===== src/rtl/core/drb_pkg.sv =====
// Package for the DRAM row-buffer request scheduler.
// Holds payload structs, queue entry layout, register indexes and sizing constants.
// No dependencies.
`default_nettype none
package drb_pkg;

  localparam int QueueDepthDefault = 16;
  localparam int NumRowsDefault    = 512;
  localparam int RowWords          = 256;
  localparam int RowBytes          = 1024;
  localparam int FifoDepth         = 2;

  localparam int RowW  = 9;
  localparam int WordW = 8;

  // Operation codes of an input beat; the spare code acts as a plain tick.
  localparam logic [1:0] OP_TICK  = 2'd0;
  localparam logic [1:0] OP_LOAD  = 2'd1;
  localparam logic [1:0] OP_STORE = 2'd2;
  localparam logic [1:0] OP_SPARE = 2'd3;

  // Register indexes of the configuration port.
  localparam logic REG_ROW_DELAY = 1'b0;
  localparam logic REG_COL_DELAY = 1'b1;

  typedef enum logic [1:0] {
    KIND_HIT  = 2'd0,
    KIND_OPEN = 2'd1,
    KIND_SWAP = 2'd2
  } drb_kind_e;

  typedef struct packed {
    logic [1:0]         operation;
    logic [18:0]        address;
    logic signed [31:0] store_data;
    logic [4:0]         load_tag;
  } drb_req_t;

  typedef struct packed {
    logic               load_done;
    logic [4:0]         done_tag;
    logic signed [31:0] load_data;
    logic               store_done;
    logic               row_written_back;
    logic               row_opened;
    logic               bad_address;
    logic               rejected;
    logic               queue_empty;
  } drb_rsp_t;

  // One pending request.
  typedef struct packed {
    logic              is_store;
    logic [RowW-1:0]   row;
    logic [WordW-1:0]  word;
    logic [31:0]       payload;
  } drb_entry_t;

  // One classified tick handed from the front to the back.
  typedef struct packed {
    logic       is_req;
    logic       bad;
    drb_entry_t entry;
  } drb_tick_t;

  typedef struct packed {
    logic [5:0] row_delay;
    logic [5:0] col_delay;
  } drb_cfg_t;

  // Handshake between the front and the back.
  typedef struct packed {
    logic      valid;
    drb_tick_t tick;
  } drb_fwd_t;

  typedef struct packed {
    logic pop;
    logic clearing;
  } drb_bwd_t;

endpackage
`default_nettype wire


===== src/rtl/core/drb_front.sv =====
// Front part: takes input beats, checks the address and buffers classified ticks.
// Depends on drb_pkg.
`default_nettype none
module drb_front #(
  parameter int NumRows = drb_pkg::NumRowsDefault
) (
  input  wire               clk_i,
  input  wire               rst_ni,
  input  wire               start_i,
  input  drb_pkg::drb_req_t req_i,
  output logic              busy_o,
  output drb_pkg::drb_fwd_t fwd_o,
  input  drb_pkg::drb_bwd_t bwd_i
);

  localparam int PtrW = (drb_pkg::FifoDepth > 1) ? $clog2(drb_pkg::FifoDepth) : 1;
  localparam int CntW = $clog2(drb_pkg::FifoDepth + 1);

  drb_pkg::drb_tick_t fifo_q [drb_pkg::FifoDepth];
  logic [PtrW-1:0] wr_ptr_q, rd_ptr_q;
  logic [CntW-1:0] cnt_q;
  logic            push;
  drb_pkg::drb_tick_t tick;

  // Classify the beat: request kind, alignment and range check.
  always_comb begin
    tick.is_req = (req_i.operation == drb_pkg::OP_LOAD) ||
                  (req_i.operation == drb_pkg::OP_STORE);
    tick.bad    = (req_i.address[1:0] != 2'b00) ||
                  (int'(req_i.address[18:10]) >= NumRows);
    tick.entry.is_store = (req_i.operation == drb_pkg::OP_STORE);
    tick.entry.row      = req_i.address[18:10];
    tick.entry.word     = req_i.address[9:2];
    tick.entry.payload  = (req_i.operation == drb_pkg::OP_STORE) ?
                          req_i.store_data : {27'd0, req_i.load_tag};
  end

  assign busy_o = bwd_i.clearing || (cnt_q == CntW'(drb_pkg::FifoDepth));
  assign push   = start_i && !busy_o;

  assign fwd_o.valid = (cnt_q != '0);
  assign fwd_o.tick  = fifo_q[rd_ptr_q];

  // Pointer and fill count bookkeeping.
  always_ff @(posedge clk_i or negedge rst_ni) begin
    if (!rst_ni) begin
      wr_ptr_q <= '0;
      rd_ptr_q <= '0;
      cnt_q    <= '0;
    end else begin
      if (push) begin
        wr_ptr_q <= (wr_ptr_q == PtrW'(drb_pkg::FifoDepth - 1)) ? '0 : wr_ptr_q + 1'b1;
      end
      if (bwd_i.pop) begin
        rd_ptr_q <= (rd_ptr_q == PtrW'(drb_pkg::FifoDepth - 1)) ? '0 : rd_ptr_q + 1'b1;
      end
      cnt_q <= cnt_q + CntW'(push) - CntW'(bwd_i.pop);
    end
  end

  // Buffer storage.
  always_ff @(posedge clk_i) begin
    if (push) begin
      fifo_q[wr_ptr_q] <= tick;
    end
  end

endmodule
`default_nettype wire


===== config.mk =====
export PLATFORM = sky130hd
export DESIGN_NAME = drb_front
export DESIGN_NICKNAME = d
export VERILOG_FILES = /design/src/rtl/core/drb_pkg.sv /design/src/rtl/core/drb_front.sv
export SDC_FILE = /design/constraint.sdc
export NUM_CORES = 1
export LEC_CHECK = 0
export BUFFER_PORTS_ARGS = -buffer_cell sky130_fd_sc_hd__buf_2
export CORE_MARGIN = 2
export CORE_UTILIZATION = 50
export DETAILED_ROUTE_END_ITERATION = 16
export PLACE_DENSITY_LB_ADDON = 0.1
export SKIP_LAST_GASP = 1
export SLEW_MARGIN = 0
export SYNTH_ARGS = -nofsm -noshare
export SYNTH_HDL_FRONTEND = slang
export SYNTH_SLANG_ARGS = --single-unit

===== constraint.sdc =====
create_clock -name clk_i -period 4.5 [get_ports clk_i]
set_input_delay 0.225 -clock clk_i [delete_from_list [all_inputs] [get_ports clk_i]]
set_output_delay 0.225 -clock clk_i [all_outputs]
set_load 0.02 [all_outputs]

Word-level counts from Yosys, hierarchy flattened

Memories as Yosys holds them, arrays and structs flattened.
Cells that the tools add are included.
W data, S select, Z words.

Bits in registers: 4
Bits in writable memories: 104
Input port bits: 63
Output and inout bits: 54
Logic and storage cells: 22
Memories kept: 1

Memories:

| memory | words | bits a word | rd ports | clocked after memory_dff | wr ports | line            | source |
|---|---|---|---|---|---|---|---|
| fifo_q | 2     | 52          | 1        | 0                        | 1        | drb_front.sv:19 | `drb_pkg::drb_tick_t fifo_q [drb_pkg::FifoDepth];` |

Add/sub/neg operators: 4
Equality and inequality tests: 3
Muxes and demuxes: 5
Reduce and logical (&&, ||, !) cells: 6

Operators by type and width:

| operator              | number |
|---|---|
| $mux W32              | 1 |
| $eq A2 B2 Y1 const B  | 2 |
| $mux W1               | 4 |
| $reduce_bool A2 Y1    | 2 |
| $add A1 B1 Y1 const B | 2 |
| $add A2 B1 Y2         | 1 |
| $eq A2 B1 Y1 const B  | 1 |
| $logic_or A1 B1 Y1    | 2 |
| $sub A2 B1 Y2         | 1 |
| $logic_and A1 B1 Y1   | 1 |
| $logic_not A1 Y1      | 1 |

Longest topological paths before layout

Depth in word-level cells: 6
Gate-level depth with buffers: 7
Mapped depth without buffers: 7

Worst setup path after synthesis

No wires, ideal clock.

Path kind: reg-to-reg
Start point: reg cnt_q[1]
End point: mem fifo_q[0][0] in the netlist's numbering, enable pin
Library setup time: 0.462 ns
Arrival time: 2.828 ns
Data required time: 4.038 ns
Path slack: 1.210 ns
Stages on the path, launching flop included: 4
Buffers on the path: 0
Period minus slack after synthesis: 3.290 ns
Cells stage by stage: dfrtp_1 nand2b_1 nand3b_1 nor2_1

Longest elaborated chain between the ends: 6

RTL lines:

| what                          | line            | source |
|---|---|---|
| from (decl)                   | drb_front.sv:21 | `logic [CntW-1:0] cnt_q;` |
| from (signal assigned)        | drb_front.sv:57 | `cnt_q <= cnt_q + CntW'(push) - CntW'(bwd_i.pop);` |
| $eq A2 B2 Y1                  | drb_front.sv:38 | `assign busy_o = bwd_i.clearing \|\| (cnt_q == CntW'(drb_pkg::FifoDepth));` |
| $logic_or A1 B1 Y1            | drb_front.sv:38 |  |
| $logic_not A1 Y1              | drb_front.sv:39 | `assign push = start_i && !busy_o;` |
| $logic_and A1 B1 Y1           | drb_front.sv:39 |  |
| $mux W1                       | drb_front.sv:63 | `if (push) begin` |
| $mux W1 (implied by the code) | drb_front.sv:64 | `fifo_q[wr_ptr_q] <= tick;` |
| to (decl)                     | drb_front.sv:19 |  |

No other way between the ends.

Final worst setup path

Start point: reg cnt_q[1]
End point: mem fifo_q[0][20] in the netlist's numbering, enable pin

Same word-level chain as after synthesis.

==> flow_metrics.tcl <==
set metrics [dict create \
    period_share_pct 52.1 \
    path_class "flip-flop to flip-flop" \
    gr-total-overflow 0 \
    wire_per_inst_um 16.0 \
    synth_cells 219 \
    row_count 34 \
    dr.pass1.iters 4 \
    min_path_type "input pin to flip-flop" \
    placedInstanceArea_mm2 0.00510 \
    drtIter0Drc 90 \
    grt_max_degree 54 \
    ant_nets 0 \
    worst_slack_ns 2.16 \
    syn_nets 285 \
    syn_area_per_cell_um2 20.4 \
    skew_ns 0.00798 \
    die_h_um 98.5 \
    final_design_area_no_fill_mm2 0.00529 \
    clk_pin_slew_ns 0.09 \
    grt_util_all_layers_pct 15.6 \
    r2r_end "fifo_q[0][20]" \
    dieArea_mm2 0.00971 \
    r2r-start "cnt_q[1]" \
    clkLatencyLatePin_ns 0.34 \
    antenna_cells 0 \
    io_buffers 116 \
    gp_congestion 0.695 \
    setup_violations 0 \
    cts_buffers 9 \
    hold_path.startpoint "req_i[49]" \
    start_util_pct 51.5 \
    drv_cap 0 \
    drc 0 \
    worstPathArrival_ns 2.37 \
    endpoint "fifo_q[0][20]" \
    die_x_um 98.5 \
    critPathRequiredTime_ns 4.53 \
    fillerInstances 682 \
    vias_per_cell 4.88 \
    reg2reg_depth 4 \
    core_mm2 0.00868 \
    fin_crit_ns 2.34 \
    p_per_area_mw_per_mm2 546 \
    ios 117 \
    fmax_mhz 427 \
    crit_fanout 35 \
    clockRootBuffer "clkbuf_8" \
    vias 2208 \
    cts_tree "built" \
    grt_pass1_vias 2371 \
    drive_gt1_share_pct 55.8 \
    synth-seq-cells 108 \
    pre_cts_ws_ns 2.12 \
    syn_to_final_growth_pct 18.3 \
    tns_ns 0 \
    postCtsSetupBuffers 0 \
    rsz0062_at_grt "false" \
    ys_warn_count 0 \
    place_hpwl_um 4880 \
    cp-startpoint "cnt_q[1]" \
    final_nets 407 \
    antenna_found_initial 0 \
    ys_seq_area_share_pct 72.1 \
    relSlewSlack_pct 31.2 \
    clock-sinks 108 \
    grt_pass1_wl_um 11500 \
    clockBufferDepth 2 \
    slew_viol_final 0 \
    vdd_drop_max_uv 314 \
    syn_area_mm2 0.00447 \
    startpoint_type "flip-flop" \
    drt-total-wl_um 7230 \
    r2r_slack_ns 2.16 \
    tightest_slew_ns 1.03 \
    critPathCaptureType "flip-flop" \
    status "completed" \
    finalHoldViolations 0 \
    cts-htree-levels 3 \
    ys_types 17 \
    p_leak_nw 2.15 \
    cts_resized 0 \
]
-- logic make-up (layout without fill, tap and decap cells) --
kind of cell / count (synthesis) / in the layout / synth area share, %
muxes: 57 / 57 / 18.5
and+or+nand+nor: 34 / 34 / 4.68
buffers and inverters: 13 / 138 / 3.11
xor gates and xnor gates: 4 / 4 / 0.784
adders and majority gates: 3 / 3 / 0.840
DFF: 108 / 108 / 72.1
-- cell type report --
class	count	area [um^2]	share of cell area, %
repair buffers	120	613	11.6
well taps	108	135	2.56
clock inverters	2	37.5	0.710
clock buffers	12	135	2.56
multi-input cells	98	1120	21.2
flip-flops and latches	108	3230	61.1
inverters	4	15.0	0.284
-- worst min path at each step --
stage | endpoint | slack (ns) | cells after the start
final | fifo_q[1][42] | 0.06 | 1
after global routing | fifo_q[0][42] | 0.04 | 1
after CTS | fifo_q[0][38] | 0.04 | 1
after detailed placement | rd_ptr_q | 0.04 | 1
after global placement | wr_ptr_q | 0.03 | 1
after floorplan | cnt_q[0] | -0.07 | 0
-- sequential cells by signal, indices dropped and copies added (netlist names) --
| register | flops |
|---|---|
| wr_ptr_q | 1 |
| cnt_q | 2 |
| rd_ptr_q | 1 |
| fifo_q | 104 |
-- synth_stat cells --
master    number  share of area [%]
edfxtp_1     104                 70
mux2_4        49                 16
and2_1        27                3.8
mux2_2         8                2.0
buf_12         5                2.2
dfrtp_1        4                2.2
inv_1          4               0.34
ha_1           3               0.84
xnor2_1        3               0.59
clkbuf_1       2               0.17
nand2b_1       2               0.28
nor2_1         2               0.17
or2_2          2               0.28
buf_2          1               0.11
buf_6          1               0.25
nand3b_1       1               0.17
xor2_1         1               0.20
-- power by group --
group	leakage (nW)	internal [mW]	total (mW)	switching [mW]
clock network	0.0825	0.253	0.534	0.282
logic	1.06	0.481	0.931	0.450
registers	1.01	1.26	1.42	0.166
total	2.15	1.99	2.89	0.898
-- through the flow --
stage	hold WS [ns]	total power, mW	util (%)	instances
2_1_floorplan	-0.0706	2.20	-	219
3_3_place_gp	0.0349	2.38	58.8	437
3_5_place_dp	0.0412	2.39	58.8	437
4_1_cts	0.0402	2.93	60.9	452
5_1_grt	0.0436	3.02	60.9	452
6_report	0.0629	2.89	60.9	452
-- cell usage in the layout (no fill, tap or decap), types with 3 or more instances in the layout --
cell,n
buf_2,116
edfxtp_1,104
mux2_4,49
and2_1,27
clkbuf_8,9
mux2_2,8
inv_1,4
xnor2_1,3
ha_1,3
clkbuf_1,3
dfrtp_1,3
buf_4,3
-- worst max-delay path, cell delays in order, from the launching register on --
cell and delay, ns:
dfrtp_1 0.41, nand2b_1 0.10, nand3b_1 0.24, nor2_4 0.86, buf_4 0.41
-- what timing repair did --
| item | CTS | global route |
|---|---|---|
| setup endpoints to repair | 0 | 0 |
| hold endpoints to repair | 4 | 0 |
| hold buffers | 1 | 0 |
-- per-layer routing --
layer	track usage, %	up-vias	wire [um]
li1	-	1064	-
met1	18.7	1070	2920
met2	26.9	70	3850
met3	3.26	4	401
met4	7.48	0	62
met5	0	-	0
(Power assumes the default switching activity.)
